--- src/mpfd_pkg.sv ---
// Package: shared constants, types and the font table for the framebuffer draw engine.
package mpfd_pkg;

    localparam int SCREEN_WIDTH_DEF  = 128;
    localparam int SCREEN_HEIGHT_DEF = 64;

    localparam logic [2:0] CMD_CLEAR  = 3'd0;
    localparam logic [2:0] CMD_PIXEL  = 3'd1;
    localparam logic [2:0] CMD_GLYPH  = 3'd2;
    localparam logic [2:0] CMD_RECT   = 3'd3;
    localparam logic [2:0] CMD_GRAY   = 3'd4;
    localparam logic [2:0] CMD_BORDER = 3'd5;
    localparam logic [2:0] CMD_READ   = 3'd6;

    localparam logic [7:0] CHAR_FIRST   = 8'h41; // 'A'
    localparam logic [7:0] CHAR_LAST    = 8'h7A; // 'z'
    localparam logic [7:0] CHAR_LOWER   = 8'h61; // 'a'
    localparam logic [5:0] LOWER_OFFSET = 6'd26;

    // Classified command handed from the front end to the back end.
    typedef struct packed {
        logic [2:0] command;
        logic [7:0] x_pos;
        logic [7:0] y_pos;
        logic [7:0] w;
        logic [7:0] h;
        logic       pixel_on;
        logic [5:0] glyph_sel;
        logic       glyph_ok;
        logic [1:0] gray_mode;   // 0 off, 1 checker, 2 on
        logic       border_solid;
        logic [2:0] read_page;
        logic [6:0] read_column;
    } mpfd_cmd_t;

    localparam logic [1:0] GRAY_OFF   = 2'd0;
    localparam logic [1:0] GRAY_CHECK = 2'd1;
    localparam logic [1:0] GRAY_ON    = 2'd2;

    function automatic logic [39:0] glyph_bits(input logic [5:0] sel);
        logic [39:0] g;
        begin
            unique case (sel)
                6'd0:  g = 40'h7E1111117E;
                6'd1:  g = 40'h7F49494936;
                6'd2:  g = 40'h3E41414122;
                6'd3:  g = 40'h7F4141221C;
                6'd4:  g = 40'h7F49494941;
                6'd5:  g = 40'h7F09090901;
                6'd6:  g = 40'h3E4149497A;
                6'd7:  g = 40'h7F0808087F;
                6'd8:  g = 40'h00417F4100;
                6'd9:  g = 40'h2040413F01;
                6'd10: g = 40'h7F08142241;
                6'd11: g = 40'h7F40404040;
                6'd12: g = 40'h7F020C027F;
                6'd13: g = 40'h7F0408107F;
                6'd14: g = 40'h3E4141413E;
                6'd15: g = 40'h7F09090906;
                6'd16: g = 40'h3E4151215E;
                6'd17: g = 40'h7F09192946;
                6'd18: g = 40'h4649494931;
                6'd19: g = 40'h01017F0101;
                6'd20: g = 40'h3F4040403F;
                6'd21: g = 40'h1F2040201F;
                6'd22: g = 40'h3F4038403F;
                6'd23: g = 40'h6314081463;
                6'd24: g = 40'h0708700807;
                6'd25: g = 40'h6151494543;
                6'd26: g = 40'h2054545478;
                6'd27: g = 40'h7F48444438;
                6'd28: g = 40'h3844444428;
                6'd29: g = 40'h384444487F;
                6'd30: g = 40'h3854545418;
                6'd31: g = 40'h087E090102;
                6'd32: g = 40'h081454543C;
                6'd33: g = 40'h7F08040478;
                6'd34: g = 40'h00447D4000;
                6'd35: g = 40'h2040443D00;
                6'd36: g = 40'h7F10284400;
                6'd37: g = 40'h00417F4000;
                6'd38: g = 40'h7C04180478;
                6'd39: g = 40'h7C08040478;
                6'd40: g = 40'h3844444438;
                6'd41: g = 40'h7C14141408;
                6'd42: g = 40'h081414187C;
                6'd43: g = 40'h7C08040408;
                6'd44: g = 40'h4854545420;
                6'd45: g = 40'h043F444020;
                6'd46: g = 40'h3C4040207C;
                6'd47: g = 40'h1C2040201C;
                6'd48: g = 40'h3C4030403C;
                6'd49: g = 40'h4428102844;
                6'd50: g = 40'h0C5050503C;
                6'd51: g = 40'h4464544C44;
                default: g = 40'h0;
            endcase
            glyph_bits = g;
        end
    endfunction

endpackage

--- src/mpfd_if.sv ---
// Interfaces: valid/ready channels for commands and read results.
interface mpfd_cmd_if;
    logic       valid;
    logic       ready;
    logic [2:0] command;
    logic [7:0] x_pos;
    logic [7:0] y_pos;
    logic [7:0] rect_width;
    logic [7:0] rect_height;
    logic       pixel_on;
    logic [7:0] char_code;
    logic [7:0] shade_level;
    logic       border_solid;
    logic [2:0] read_page;
    logic [6:0] read_column;
    modport source (output valid, command, x_pos, y_pos, rect_width, rect_height, pixel_on,
                    char_code, shade_level, border_solid, read_page, read_column,
                    input ready);
    modport sink (input valid, command, x_pos, y_pos, rect_width, rect_height, pixel_on,
                  char_code, shade_level, border_solid, read_page, read_column,
                  output ready);
endinterface


--- src/mpfd_front.sv ---
// Front end: accepts commands, classifies them and queues them for the back end.
module mpfd_front
(
    input  logic                clk,
    input  logic                rst_n,
    mpfd_cmd_if.sink            cmd,
    output mpfd_pkg::mpfd_cmd_t q_data,
    output logic                q_valid,
    input  logic                q_pop
);
    localparam int DEPTH = 2;

    mpfd_pkg::mpfd_cmd_t entry_reg [DEPTH];
    logic [0:0] wr_ptr_reg, wr_ptr_next, rd_ptr_reg, rd_ptr_next;
    logic [1:0] count_reg, count_next;
    mpfd_pkg::mpfd_cmd_t cls;
    logic push;

    always_comb
    begin
        cls.command      = cmd.command;
        cls.x_pos        = cmd.x_pos;
        cls.y_pos        = cmd.y_pos;
        cls.w            = cmd.rect_width;
        cls.h            = cmd.rect_height;
        cls.pixel_on     = cmd.pixel_on;
        cls.border_solid = cmd.border_solid;
        cls.read_page    = cmd.read_page;
        cls.read_column  = cmd.read_column;
        cls.glyph_ok     = (cmd.char_code >= mpfd_pkg::CHAR_FIRST) &&
                           (cmd.char_code <= mpfd_pkg::CHAR_LAST);
        if (cmd.char_code >= mpfd_pkg::CHAR_LOWER)
            cls.glyph_sel = 6'(cmd.char_code - mpfd_pkg::CHAR_LOWER) + mpfd_pkg::LOWER_OFFSET;
        else
            cls.glyph_sel = 6'(cmd.char_code - mpfd_pkg::CHAR_FIRST);
        if (cmd.shade_level >= 8'd1 && cmd.shade_level <= 8'd3)
            cls.gray_mode = mpfd_pkg::GRAY_CHECK;
        else if (cmd.shade_level == 8'd4)
            cls.gray_mode = mpfd_pkg::GRAY_ON;
        else
            cls.gray_mode = mpfd_pkg::GRAY_OFF;
    end

    assign cmd.ready = (count_reg != 2'(DEPTH));
    assign push      = cmd.valid && cmd.ready;
    assign q_valid   = (count_reg != 2'd0);
    assign q_data    = entry_reg[rd_ptr_reg];

    always_comb
    begin
        wr_ptr_next = push  ? wr_ptr_reg + 1'b1 : wr_ptr_reg;
        rd_ptr_next = q_pop ? rd_ptr_reg + 1'b1 : rd_ptr_reg;
        count_next  = count_reg + {1'b0, push} - {1'b0, q_pop};
    end

    always_ff @(posedge clk or negedge rst_n)
    begin
        if (!rst_n)
        begin
            wr_ptr_reg <= '0;
            rd_ptr_reg <= '0;
            count_reg  <= '0;
        end
        else
        begin
            wr_ptr_reg <= wr_ptr_next;
            rd_ptr_reg <= rd_ptr_next;
            count_reg  <= count_next;
        end
    end

    always_ff @(posedge clk)
    begin
        if (push)
            entry_reg[wr_ptr_reg] <= cls;
    end
endmodule

--- src/flat_wrapper.sv ---
// flat-port wrapper written by rule: the top's interface ports become plain ports
module mpfd_front_flat 
  (clk, rst_n, q_data, q_valid, q_pop, cmd_valid, cmd_command, cmd_x_pos, cmd_y_pos, cmd_rect_width, cmd_rect_height, cmd_pixel_on, cmd_char_code, cmd_shade_level, cmd_border_solid, cmd_read_page, cmd_read_column, cmd_ready);
  mpfd_cmd_if cmd_i ();
  input  logic clk;
  input  logic rst_n;
  output mpfd_pkg::mpfd_cmd_t q_data;
  output logic q_valid;
  input  logic q_pop;
  input wire logic [$bits(cmd_i.valid)-1:0] cmd_valid;
  input wire logic [$bits(cmd_i.command)-1:0] cmd_command;
  input wire logic [$bits(cmd_i.x_pos)-1:0] cmd_x_pos;
  input wire logic [$bits(cmd_i.y_pos)-1:0] cmd_y_pos;
  input wire logic [$bits(cmd_i.rect_width)-1:0] cmd_rect_width;
  input wire logic [$bits(cmd_i.rect_height)-1:0] cmd_rect_height;
  input wire logic [$bits(cmd_i.pixel_on)-1:0] cmd_pixel_on;
  input wire logic [$bits(cmd_i.char_code)-1:0] cmd_char_code;
  input wire logic [$bits(cmd_i.shade_level)-1:0] cmd_shade_level;
  input wire logic [$bits(cmd_i.border_solid)-1:0] cmd_border_solid;
  input wire logic [$bits(cmd_i.read_page)-1:0] cmd_read_page;
  input wire logic [$bits(cmd_i.read_column)-1:0] cmd_read_column;
  output wire logic [$bits(cmd_i.ready)-1:0] cmd_ready;
  assign cmd_i.valid = cmd_valid;
  assign cmd_i.command = cmd_command;
  assign cmd_i.x_pos = cmd_x_pos;
  assign cmd_i.y_pos = cmd_y_pos;
  assign cmd_i.rect_width = cmd_rect_width;
  assign cmd_i.rect_height = cmd_rect_height;
  assign cmd_i.pixel_on = cmd_pixel_on;
  assign cmd_i.char_code = cmd_char_code;
  assign cmd_i.shade_level = cmd_shade_level;
  assign cmd_i.border_solid = cmd_border_solid;
  assign cmd_i.read_page = cmd_read_page;
  assign cmd_i.read_column = cmd_read_column;
  assign cmd_ready = cmd_i.ready;
  mpfd_front u_core (.clk(clk), .rst_n(rst_n), .cmd(cmd_i), .q_data(q_data), .q_valid(q_valid), .q_pop(q_pop));
endmodule
--- config.mk ---
export PLATFORM = sky130hd
export DESIGN_NAME = mpfd_front_flat
export DESIGN_NICKNAME = d
export VERILOG_FILES = /design/src/mpfd_pkg.sv /design/src/mpfd_if.sv /design/src/mpfd_front.sv /design/src/flat_wrapper.sv
export SDC_FILE = /design/constraint.sdc
export NUM_CORES = 1
export LEC_CHECK = 0
export BUFFER_PORTS_ARGS = -buffer_cell sky130_fd_sc_hd__buf_2
export CAP_MARGIN = 10
export CORE_MARGIN = 2
export CORE_UTILIZATION = 25
export CTS_CLUSTER_SIZE = 40
export DETAILED_ROUTE_END_ITERATION = 12
export PLACE_DENSITY_LB_ADDON = 0.08
export SYNTH_ARGS = -nofsm -noshare
export SYNTH_HDL_FRONTEND = slang
export SYNTH_SLANG_ARGS = --single-unit
--- constraint.sdc ---
create_clock -name clk -period 3.6 [get_ports clk]
set_input_delay 0.18 -clock clk [delete_from_list [all_inputs] [get_ports clk]]
set_output_delay 0.18 -clock clk [all_outputs]
set_load 0.05 [all_outputs]
==> results.py <==
metrics = {
    "run_status": {
        "status": "completed",
    },
    "synth": {
        "synth_common_cells": "112 x edfxtp_1, 56 x mux2_2, 7 x buf_2",
        "synth-warning-count": 0,
        "netlist.area_leader.share_pct": 73.97,
        "ys_types": 32,
        "synth_edf_count": 112,
        "ys_ff_latch": 116,
        "ys.flop_type": "edfxtp_1",
        "netlist_area_sq_um": 4547,
        "yosysSeqAreaShare_pct": 76.17,
        "synth_most_common_cell": "edfxtp_1",
        "synth_area_leaders": "edfxtp_1 74%, mux2_2 14%, dfrtp_1 2.2%",
        "synthCells": 235,
        "synth_top_cell_by_area": "edfxtp_1",
        "synthArstFlopShare_pct": 3.448,
        "synth_nets": 308,
        "synth_area_per_cell_sq_um": 19.35,
    },
    "setup_path": {
        "cp_top_family": "flip-flops",
        "cp-end-kind": "primary output",
        "critPathKind": "reg2out",
        "worstSetupStartpointType": "flip-flop",
        "worstPathArrival_ps": 2200,
        "path_cells": "buf_4 > mux2_2 > buf_2",
        "crit_path_max_fanout": 26,
        "path_buf_inv": 2,
        "slowest_stage": "dfrtp_2",
        "reg2reg_slack_ps": 1840,
        "worst-endpoint-required_ps": 3420,
        "critPathMaxStageDelay_ps": 790,
    },
    "placement": {
        "dp_hpwl_um": 6152,
        "io_buffers": 124,
        "placed_area_sq_um": 5479,
        "dpl_worst_slack_ps": 1556,
        "routabilityCongestion": 0.7144,
        "dp_cells": 586,
    },
    "sta": {
        "finalHoldViolCount": 0,
        "fin_skew_ps": 5.234,
        "setup_viol": 0,
        "tns_ps": 0,
        "min_period_ps": 2384,
        "tightest_slew_ps": 655.6,
        "maxSlewViolCount": 0,
        "period_share_pct": 66.23,
        "relSlewSlack_pct": 56.29,
        "hold_slack_ps": 90.44,
        "rsz0062_at_grt": "no",
        "setup_ws_ps": 1216,
        "max_freq_mhz": 419.4,
    },
    "power": {
        "peakVddDrop_mv": 0.4063,
        "power_mw": 6.011,
        "power_density_nw_per_um2": 909.8,
        "p_leak_nw": 2.522,
    },
    "detailed_routing": {
        "wl_per_cell_um": 14.44,
        "drc": 0,
        "ant_nets": 0,
        "drt-total-wl_um": 9631,
        "vias": 2739,
        "drt_first_pass_iters": 4,
        "drtIter0Drc": 76,
        "avgViaCountPerCell": 4.106,
    },
    "cts": {
        "cts-root-buf": "clkbuf_16",
        "hold_buffers": 49,
        "post_cts_resized": 0,
        "htreeDepth": 4,
        "clk_path_buf_depth": 2,
        "cts.sinks": 116,
        "post_cts_buffers": 0,
        "tritoncts": "built",
        "clock_latency_ps": 400,
        "cts-buffers-inserted": 17,
        "path_clk_slew_ps": 50,
    },
    "final_layout": {
        "areaGrowthSynthToFinish_pct": 45.32,
        "finalNonFillerCells": 667,
        "fin_area_sq_um": 6608,
        "largest_reg_flops": 112,
        "antenna_cells": 0,
        "layout-drive-gt1-share_pct": 50.91,
        "finalNetCount": 498,
        "final_util_pct": 36.91,
    },
    "global_route": {
        "groute.usage.overall_pct": 10.51,
        "grt_max_degree": 37,
        "antenna_found_initial": 0,
        "grt_pass1_wl_um": 15440,
        "overflow": 0,
        "grt_pass1_vias": 2979,
    },
    "min_path": {
        "hold_class": "in2reg",
    },
    "floorplan": {
        "io_pins": 125,
        "dieArea_sq_um": 19280,
        "core_area_sq_um": 17900,
        "fp.dieH_um": 138.9,
        "start_util_pct": 25.40,
        "rows": 49,
        "die_w_um": 138.9,
    },
    "job": {
        "drv_cap": 0,
    },
}
## placed cells by master (no fill, tap or decap), drive strengths merged
master / count
buf: 129
nor4bb: 1
xor2: 2
nor3: 2
nor2b: 1
inv: 8
or4: 1
edfxtp: 112
nand4: 1
o21bai: 1
and3: 1
dfrtp: 4
nor2: 5
clkbuf: 19
and2: 1
ha: 6
a31oi: 1
o21ba: 1
bufinv: 5
clkinv: 5
nand2: 6
nor4b: 1
o21ai: 3
a21oi: 1
clkinvlp: 1
nand3b: 1
nor4: 2
or2: 1
xnor2: 6
a211o: 2
mux2: 56
dlygate4sd3: 49
and4: 1
nand2b: 1
o41ai: 1
## final timing paths
path | from | cells past startpoint | endpoint
setup / recovery | u_core.rd_ptr_reg$_DFFE_PN0P_ | 3 | q_data[19]
hold / removal | cmd_shade_level[2] | 2 | u_core.entry_reg[1][11]$_DFFE_PP_
setup reg to reg | u_core.count_reg[1]$_DFF_PN0_ | 3 | u_core.entry_reg[1][45]$_DFFE_PP_
hold reg to reg | u_core.count_reg[1]$_DFF_PN0_ | 1 | u_core.count_reg[1]$_DFF_PN0_
max in group asynchronous | rst_n | 2 | u_core.rd_ptr_reg$_DFFE_PN0P_
min in group asynchronous | rst_n | 2 | u_core.rd_ptr_reg$_DFFE_PN0P_
## where the power goes
| group | switching, mW | internal, mW | total (mW) |
|---|---|---|---|
| Sequential | 0.133 | 1.85 | 1.99 |
| Combinational | 1.58 | 0.641 | 2.22 |
| Clock | 0.574 | 1.23 | 1.80 |
## cells by family after synthesis
logic type	after synthesis	share of synthesized area, %
compound gates	10	1.706
xor+xnor	8	1.541
fa+ha+maj	6	1.651
buf+inv	13	1.266
flops	116	76.17
mux	56	13.87
simple gates	26	3.798
## per-layer routing
layer | GRT usage, % | vias to the layer above | part of all wire, %
li1 | - | 1292 | -
met1 | 11.65 | 1356 | 42
met2 | 18.07 | 78 | 50
met3 | 3.833 | 13 | 5.6
met4 | 4.785 | 0 | 1.9
met5 | 0 | - | 0
## area by class of cell
cell class	count	area [sq um]
flip-flops and latches	116	3465
inverters	6	22.52
multi-input cells	106	1035
clock inverters	13	205.2
clock buffers	19	432.9
fillers	1738	11290
repair buffers	178	1161
well taps	229	286.5
No activity file was read; power rests on OpenSTA's default activity.
